**src/rtl/bts_pkg.sv**
```systemverilog
package bts_pkg;

  typedef enum logic [2:0] {
    M_START   = 3'd0,
    M_NUM     = 3'd1,
    M_IDENT   = 3'd2,
    M_LT      = 3'd3,
    M_EQ      = 3'd4,
    M_GT      = 3'd5,
    M_COMMENT = 3'd6
  } scan_mode_t;

  localparam logic [2:0] K_NUM = 3'd0;
  localparam logic [2:0] K_ID  = 3'd1;
  localparam logic [2:0] K_KEY = 3'd2;
  localparam logic [2:0] K_OP  = 3'd3;
  localparam logic [2:0] K_LP  = 3'd4;
  localparam logic [2:0] K_RP  = 3'd5;
  localparam logic [2:0] K_END = 3'd6;

  // Up to two kinds per character, in emission order.
  typedef struct packed {
    logic [1:0] count;
    logic [2:0] kind0;
    logic [2:0] kind1;
  } tok_pair_t;

  localparam int QUEUE_DEPTH = 4;

endpackage

```
**src/rtl/bts_if.sv**
```systemverilog
interface bts_in_if;
  logic       valid;
  logic       ready;
  logic [7:0] ch;
  logic       end_of_input;
  modport source (output valid, output ch, output end_of_input, input ready);
  modport sink (input valid, input ch, input end_of_input, output ready);
endinterface

interface bts_out_if;
  logic       valid;
  logic       ready;
  logic [2:0] kind;
  modport source (output valid, output kind, input ready);
  modport sink (input valid, input kind, output ready);
endinterface

```
**src/rtl/bts_front.sv**
```systemverilog
module bts_front #(
  parameter int POSITION_BITS = 32,
  parameter int MAX_IDENT_LEN = 255
) (
  input  logic                 clk,
  input  logic                 rst,
  input  logic                 step,
  input  logic [7:0]           ch,
  input  logic                 end_of_input,
  output bts_pkg::tok_pair_t   toks
);
  import bts_pkg::*;

  localparam int LEN_BITS = $clog2(MAX_IDENT_LEN + 1);

  scan_mode_t               mode, mode_next;
  logic [30:0]              accum, accum_next;
  logic                     ovf, ovf_next;
  logic [LEN_BITS-1:0]      len, len_next;
  logic [POSITION_BITS-1:0] start, start_next;
  logic [POSITION_BITS-1:0] pos;
  logic [39:0]              win, win_next;

  logic is_dig, is_alp, is_ws, id_ch, is_kw, fresh;
  logic [34:0] prod;
  logic [35:0] sum;

  function automatic tok_pair_t add_tok(tok_pair_t t, logic [2:0] k);
    tok_pair_t r;
    r = t;
    if (t.count == 2'd0) r.kind0 = k;
    else r.kind1 = k;
    r.count = t.count + 2'd1;
    return r;
  endfunction

  always_comb begin
    is_dig = ch >= 8'h30 && ch <= 8'h39;
    is_alp = (ch >= 8'h61 && ch <= 8'h7a) || (ch >= 8'h41 && ch <= 8'h5a);
    is_ws  = ch == 8'h20 || ch == 8'h0a || ch == 8'h09;
    id_ch  = is_alp || is_dig || ch == 8'h5f;
    is_kw  = (len == LEN_BITS'(5) && (win == 40'h696e707574 || win == 40'h7072696e74)) ||
             (len == LEN_BITS'(3) && (win == 40'h6c6574 || win == 40'h656e64)) ||
             (len == LEN_BITS'(4) && win == 40'h676f746f) ||
             (len == LEN_BITS'(2) && win == 40'h6966);
    prod = {accum, 3'b000} + {3'b000, accum, 1'b0};
    sum  = {1'b0, prod} + {32'd0, ch[3:0]};
  end

  always_comb begin
    mode_next  = mode;
    accum_next = accum;
    ovf_next   = ovf;
    len_next   = len;
    start_next = start;
    win_next   = win;
    toks       = '0;
    fresh      = 1'b0;
    if (end_of_input) begin
      unique case (mode)
        M_NUM:              toks = add_tok(toks, K_NUM);
        M_IDENT:            toks = add_tok(toks, is_kw ? K_KEY : K_ID);
        M_LT, M_EQ, M_GT:   toks = add_tok(toks, K_OP);
        default: ;
      endcase
      toks = add_tok(toks, K_END);
      mode_next = M_START;
      accum_next = '0; ovf_next = 1'b0; len_next = '0; start_next = '0; win_next = '0;
    end else begin
      unique case (mode)
        M_NUM: begin
          if (is_dig) begin
            if (sum > 36'h7fffffff) begin
              accum_next = 31'h7fffffff; ovf_next = 1'b1;
            end else accum_next = sum[30:0];
          end else begin
            toks = add_tok(toks, K_NUM); fresh = 1'b1;
          end
        end
        M_IDENT: begin
          if (id_ch) begin
            if (len < LEN_BITS'(5)) win_next = {win[31:0], ch};
            if (len < LEN_BITS'(MAX_IDENT_LEN)) len_next = len + LEN_BITS'(1);
            if (len_next == LEN_BITS'(3) && win_next == 40'h72656d) mode_next = M_COMMENT;
          end else begin
            toks = add_tok(toks, is_kw ? K_KEY : K_ID); fresh = 1'b1;
          end
        end
        M_LT: begin
          toks = add_tok(toks, K_OP); mode_next = M_START;
          fresh = !(ch == 8'h3e || ch == 8'h3d);
        end
        M_EQ, M_GT: begin
          toks = add_tok(toks, K_OP); mode_next = M_START;
          fresh = ch != 8'h3d;
        end
        M_COMMENT: if (ch == 8'h0a) mode_next = M_START;
        default: fresh = 1'b1;
      endcase
      if (fresh) begin
        mode_next = M_START;
        if (is_ws) begin
        end else if (is_dig) begin
          mode_next = M_NUM; accum_next = {27'd0, ch[3:0]}; ovf_next = 1'b0;
        end else if (is_alp || ch == 8'h5f) begin
          mode_next = M_IDENT; start_next = pos; len_next = LEN_BITS'(1);
          win_next = {32'd0, ch};
        end else if (ch == 8'h2b || ch == 8'h2d || ch == 8'h2a || ch == 8'h2f) begin
          toks = add_tok(toks, K_OP);
        end else if (ch == 8'h3c) mode_next = M_LT;
        else if (ch == 8'h3d) mode_next = M_EQ;
        else if (ch == 8'h3e) mode_next = M_GT;
        else if (ch == 8'h28) toks = add_tok(toks, K_LP);
        else if (ch == 8'h29) toks = add_tok(toks, K_RP);
      end
    end
  end

  always_ff @(posedge clk) begin
    if (rst) begin
      mode <= M_START; accum <= '0; ovf <= 1'b0; len <= '0;
      start <= '0; pos <= '0; win <= '0;
    end else if (step) begin
      mode <= mode_next; accum <= accum_next; ovf <= ovf_next; len <= len_next;
      start <= start_next; win <= win_next;
      pos <= end_of_input ? '0 : pos + POSITION_BITS'(1);
    end
  end
endmodule

```
**src/rtl/bts_back.sv**
```systemverilog
module bts_back (
  input  logic               clk,
  input  logic               rst,
  input  logic               push,
  input  bts_pkg::tok_pair_t toks,
  output logic               has_room,
  output logic               busy,
  bts_out_if.source          out_ch
);
  import bts_pkg::*;

  localparam int AW = $clog2(QUEUE_DEPTH);

  logic [2:0]  mem [QUEUE_DEPTH];
  logic [AW-1:0] wr, rd;
  logic [AW:0] fill, fill_next;
  logic pop;

  assign pop       = out_ch.valid && out_ch.ready;
  assign out_ch.valid = fill != '0;
  assign out_ch.kind  = mem[rd];
  assign has_room  = fill <= (AW+1)'(QUEUE_DEPTH - 2);
  assign busy      = fill != '0;

  always_comb begin
    fill_next = fill - (AW+1)'(pop);
    if (push) fill_next = fill_next + (AW+1)'(toks.count);
  end

  always_ff @(posedge clk) begin
    if (push && toks.count != 2'd0) mem[wr] <= toks.kind0;
    if (push && toks.count == 2'd2) mem[wr + AW'(1)] <= toks.kind1;
  end

  always_ff @(posedge clk) begin
    if (rst) begin
      wr <= '0; rd <= '0; fill <= '0;
    end else begin
      fill <= fill_next;
      if (pop) rd <= rd + AW'(1);
      if (push) wr <= wr + AW'(toks.count);
    end
  end
endmodule

```
**src/rtl/basic_token_scanner_top.sv**
```systemverilog
// Token scanner for a small BASIC-like language.
// The in channel carries one source character per word, or an end-of-input
// mark; the out channel carries one token kind per word.
// A character is classified in the cycle it is accepted, and its tokens (none,
// one or two) are written into a four-entry queue, whose registered head drives
// the out channel, behind any tokens still waiting there.
// One character is taken every cycle while the queue has room for two more
// words; the queue is drained at one token per cycle while out.ready is high,
// which sets the sustained rate when the stream yields more than one token per
// character. When the receiver stalls, the queue fills and in.ready falls until it drains.
// Reset clears the scanner state, the position counter and the queue.
// End of input flushes any pending token, emits the end kind and returns the
// scanner to its start state for a new stream.
module basic_token_scanner_top #(
  parameter int POSITION_BITS = 32,
  parameter int MAX_IDENT_LEN = 255
) (
  input logic     clk,
  input logic     rst,
  bts_in_if.sink  in_ch,
  bts_out_if.source out_ch
);
  import bts_pkg::*;

  tok_pair_t toks;
  logic      room, busy, step;

  // The front only advances on an accepted word.
  assign step        = in_ch.valid && in_ch.ready;
  assign in_ch.ready = room;

  bts_front #(.POSITION_BITS(POSITION_BITS), .MAX_IDENT_LEN(MAX_IDENT_LEN)) u_front (
    .clk, .rst, .step, .ch(in_ch.ch), .end_of_input(in_ch.end_of_input), .toks
  );

  bts_back u_back (
    .clk, .rst, .push(step), .toks, .has_room(room), .busy, .out_ch
  );

  // An end-of-input word always yields at least one token.
  a_eoi_emits: assert property (@(posedge clk) disable iff (rst)
    step && in_ch.end_of_input |-> toks.count != 2'd0)
    else $error("end of input produced no token");

  // Nothing is offered downstream with an empty queue.
  a_valid_busy: assert property (@(posedge clk) disable iff (rst)
    out_ch.valid |-> busy)
    else $error("output valid without queued token");

  // Accepting a word always leaves the queue room for its tokens.
  a_room: assert property (@(posedge clk) disable iff (rst)
    step |-> room)
    else $error("word accepted without queue room");
endmodule
```
**src/flat_wrapper.sv**
```systemverilog
// flat-port wrapper written by rule: the top's interface ports become plain ports
module basic_token_scanner_top_flat import bts_pkg::*;
#(
  parameter int POSITION_BITS = 32,
  parameter int MAX_IDENT_LEN = 255
)
  (clk, rst, in_ch_valid, in_ch_ch, in_ch_end_of_input, in_ch_ready, out_ch_valid, out_ch_kind, out_ch_ready);
  bts_in_if in_ch_i ();
  bts_out_if out_ch_i ();
  input logic clk;
  input logic rst;
  input wire logic [$bits(in_ch_i.valid)-1:0] in_ch_valid;
  input wire logic [$bits(in_ch_i.ch)-1:0] in_ch_ch;
  input wire logic [$bits(in_ch_i.end_of_input)-1:0] in_ch_end_of_input;
  output wire logic [$bits(in_ch_i.ready)-1:0] in_ch_ready;
  output wire logic [$bits(out_ch_i.valid)-1:0] out_ch_valid;
  output wire logic [$bits(out_ch_i.kind)-1:0] out_ch_kind;
  input wire logic [$bits(out_ch_i.ready)-1:0] out_ch_ready;
  assign in_ch_i.valid = in_ch_valid;
  assign in_ch_i.ch = in_ch_ch;
  assign in_ch_i.end_of_input = in_ch_end_of_input;
  assign in_ch_ready = in_ch_i.ready;
  assign out_ch_valid = out_ch_i.valid;
  assign out_ch_kind = out_ch_i.kind;
  assign out_ch_i.ready = out_ch_ready;
  basic_token_scanner_top #(.POSITION_BITS(POSITION_BITS), .MAX_IDENT_LEN(MAX_IDENT_LEN)) u_core (.clk(clk), .rst(rst), .in_ch(in_ch_i), .out_ch(out_ch_i));
endmodule
```
**config.mk**
```make
export PLATFORM = sky130hd
export DESIGN_NAME = basic_token_scanner_top_flat
export DESIGN_NICKNAME = d
export VERILOG_FILES = /design/src/rtl/bts_pkg.sv /design/src/rtl/bts_if.sv /design/src/rtl/bts_front.sv /design/src/rtl/bts_back.sv /design/src/rtl/basic_token_scanner_top.sv /design/src/flat_wrapper.sv
export SDC_FILE = /design/constraint.sdc
export NUM_CORES = 1
export LEC_CHECK = 0
export ABC_CLOCK_PERIOD_IN_PS = 6900
export BUFFER_PORTS_ARGS = -buffer_cell sky130_fd_sc_hd__buf_2
export CORE_UTILIZATION = 43
export DETAILED_ROUTE_END_ITERATION = 8
export MAX_ROUTING_LAYER = met4
export PLACE_DENSITY_LB_ADDON = 0.1
export SYNTH_ARGS = -nofsm -noshare
export SYNTH_HDL_FRONTEND = slang
export SYNTH_HIERARCHICAL = 1
export SYNTH_SLANG_ARGS = --single-unit
```
**constraint.sdc**
```tcl
create_clock -name clk -period 6.9 [get_ports clk]
set_input_delay 1.725 -clock clk [delete_from_list [all_inputs] [get_ports clk]]
set_output_delay 1.725 -clock clk [all_outputs]
set_load 0.02 [all_outputs]
```
==> out/summary.txt <==
number of setup violations in the final report -> 0
post-synthesis mux area share -> 7.34%
count leader, synth -> dfxtp_1
most frequent cells after synthesis -> 60 x dfxtp_1, 42 x a22o_1, 33 x nor2_1, 29 x nand2_1, 19 x nor3_1
GR Overflow Total -> 0
# hold bufs at CTS -> 0
Initial Utilization -> 44.9%
Post-CTS Setup Bufs -> 0
Synth Area in XOR/XNOR -> 1.38%
Root Driver -> clkbuf_8
register area share after synthesis -> 35.3%
Mapped Avg Cell Area -> 9.50 um2
Worst EP arrival -> 5.35 ns
Setup CP Type -> primary input to register
IO buf count -> 17
final hold vios -> 0
top achievable clock speed -> 190 MHz
maximum VDD drop -> 0.000106 V
compound-gate portion of the synthesized area -> 22.6%
die height -> 103 um
P per Cell Area -> 211 nW/um2
startpoint type of the worst setup path -> primary input
synthesized area -> 4430 um2
final antenna-violating net count -> 0
period utilisation layout -> 76.1%
cell row count -> 36
post-synthesis cell type count -> 87
initial antenna violation count -> 0
Ys Warns -> 6
min-delay worst type -> register to register
DR vias -> 3680
core area -> 9860 um2
Worst Skew -> 0.00898 ns
Clock Sinks -> 72
Nets -> 495
detailed placement HPWL -> 8180 um
Tightest Pin Transition -> 0.922 ns
CTS tree -> done
Clock Pin Slew Worst Setup and Hold Paths -> 0.08 ns
Primary FF master, synth -> dfxtp_1
CP endpoint kind -> register
fin crit period -> 5.25 ns
register bit total from synthesis -> 72
largest buffer count on any clock path -> 2
Synth Net Count -> 490
CP peak stage delay -> 0.73 ns
number of global-route vias before repair -> 3410
number of diodes -> 0
crit-path cells -> buf_2, a21oi_1, nand4b_1, a21oi_4, a221oi_4, inv_1, ha_1, nor2b_1, mux2i_1, o21ai_0, nand3b_1, nor2_1, mux2_2
first-pass GRT wire length -> 17900 um
num ports -> 18
Slew Limit Headroom -> 37.9%
Resized cells post-CTS -> 0
placed inst area -> 4550 um2
Post-synth EDFFs -> 12
max_cap viols -> 0
Clock Latency Late Sink -> 0.35 ns
Synth async-reset ratio -> 0%
max-slew violations -> 0
Synth area leaders -> dfxtp_1 27%, a22o_1 8.3%, edfxtp_1 8.1%, ha_1 2.8%, nor2_1 2.8%
setup slack, reg-to-reg -> 3.15 ns
Placer Congestion -> 0.869
cell count after synthesis -> 466
post-synthesis adder-cell area fraction -> 3.28%
number of H-tree levels -> 3
wire per inst -> 18.2 um
RSZ-0062 raised after global routing -> no
Leak -> 0.00168 uW
Critical Path Slowest Stage Cell -> o21ai_0
Post-Synth Simple-Gate Area -> 25.4%
drt first-iter violations -> 322
DIE AREA -> 10700 um2
top cell type's share of synthesized area -> 27.1%
required time worst endpoint -> 7.00 ns
Detailed Routing Iterations Pass 1 -> 5
Synth area leader -> dfxtp_1
Avg Vias per Cell -> 6.04
Detailed Route WL -> 11100 um
layout cells sized above 1 -> 17.2%
setup TNS -> 0 ns
Synth-to-Final Area Change -> 6.64%
DRC -> 0
total CTS buffers -> 9
outcome -> finished, final reports clean
fin area -> 4720 um2
Crit Path Max Fanout -> 15
pin count of the biggest net entering global routing -> 39
main combinational cell family by area after synthesis -> simple AND/OR/NAND/NOR gates
GRT Total Usage -> 22.9%
Die W -> 103 um
-- layout make-up --
class | instances | area (um2)
Tap cell | 133 | 166
Clock inverter | 7 | 46.3
Fill cell | 927 | 5140
Sequential cell | 72 | 1560
Timing Repair Buffer | 20 | 108
Multi-Input combinational cell | 352 | 2660
Clock buffer | 9 | 124
Inverter | 16 | 60.1
-- layer usage --
metal / track usage [%] / wire length, um / up-vias
met3: 4.30 / 473 / 9
met5: - / 0 / -
li1: - / - / 1805
met4: 6.28 / 100 / 0
met1: 32.6 / 5720 / 1779
met2: 32.8 / 4780 / 87
-- where the power goes --
part	switching (uW)	leakage, uW	internal (uW)
registers	23.4	0.000595	450
clock network	166	0.0000897	130
logic	131	0.00100	93.7
-- sequential cells by signal, indices dropped and copies added (netlist names), named ones only --
register	cells
u_core/u_front/mode	3
u_core/u_back/rd	2
u_core/u_front/len	8
u_core/u_back/mem	12
u_core/u_front/win	40
u_core/u_back/fill	3
u_core/u_back/wr	2
-- critical path, delay by kind of cell --
| kind | cells | cell delay (ns) |
|---|---|---|
| and+or+nand+nor | 4 | 1.03 |
| adders and majority gates | 1 | 0.22 |
| AOI/OAI and AO/OA | 4 | 1.50 |
| buffers and inverters | 2 | 0.42 |
| muxes | 2 | 0.46 |
-- cell families after synthesis --
kind of cell             after synthesis
AND/OR/NAND/NOR                      187
AO/OA/AOI/OAI                        121
flip-flops                            72
buffers and inverters                 42
multiplexers                          26
adder cells (fa/ha/maj)               11
XOR/XNOR                               7
-- stage by stage --
step / hold slack (ns) / std cells / setup slack (ns) / power [uW] / utilization, %
after floorplan: 0.457 / 466 / 2.04 / 662 / -
after global placement: 0.479 / 593 / 1.48 / 705 / 46.2
after detailed placement: 0.489 / 593 / 1.36 / 708 / 46.2
after CTS: 0.506 / 609 / 1.73 / 1000 / 47.9
after global routing: 0.537 / 609 / 1.26 / 1050 / 47.9
final: 0.507 / 609 / 1.65 / 995 / 47.9
-- layout by cell type, fill, tap and decap left out, drive strengths merged, types with 3 or more instances in the layout --
| cell | netlist | routed |
|---|---|---|
| nand3 | 11 | 11 |
| buf | 15 | 20 |
| and2 | 9 | 9 |
| nor3 | 21 | 21 |
| a31oi | 5 | 5 |
| nand4b | 6 | 6 |
| o21ai | 14 | 14 |
| o31ai | 7 | 7 |
| o211ai | 3 | 3 |
| or4 | 5 | 5 |
| nand4bb | 3 | 3 |
| mux4 | 3 | 3 |
| nor2b | 6 | 6 |
| a22o | 42 | 42 |
| clkinv | 0 | 4 |
| mux2 | 13 | 13 |
| nor2 | 33 | 33 |
| nand2b | 6 | 6 |
| a311oi | 3 | 3 |
| or2 | 4 | 4 |
| a21oi | 17 | 17 |
| xnor2 | 5 | 5 |
| ha | 10 | 10 |
| nand3b | 8 | 8 |
| or3 | 6 | 6 |
| edfxtp | 12 | 12 |
| nand2 | 29 | 29 |
| clkbuf | 11 | 9 |
| a221oi | 3 | 3 |
| nand4 | 5 | 5 |
| dfxtp | 60 | 60 |
| nor4 | 11 | 11 |
| or3b | 4 | 4 |
| and3 | 6 | 6 |
| inv | 16 | 18 |
| mux2i | 10 | 10 |
| nor4b | 5 | 5 |
-- worst paths after layout --
check	startpoint	endpoint	depth (start not counted)
max	in_ch_ch[0]	u_core/u_back/mem[2][1]$_DFFE_PP_	13
min	u_core/u_front/win[37]$_SDFFE_PP0P_	u_core/u_front/win[37]$_SDFFE_PP0P_	1
max reg2reg	u_core/u_front/mode[2]$_SDFFE_PP0P_	u_core/u_back/mem[2][1]$_DFFE_PP_	8
min reg2reg	u_core/u_front/win[37]$_SDFFE_PP0P_	u_core/u_front/win[37]$_SDFFE_PP0P_	1
Power figures use the tool's default switching activity.
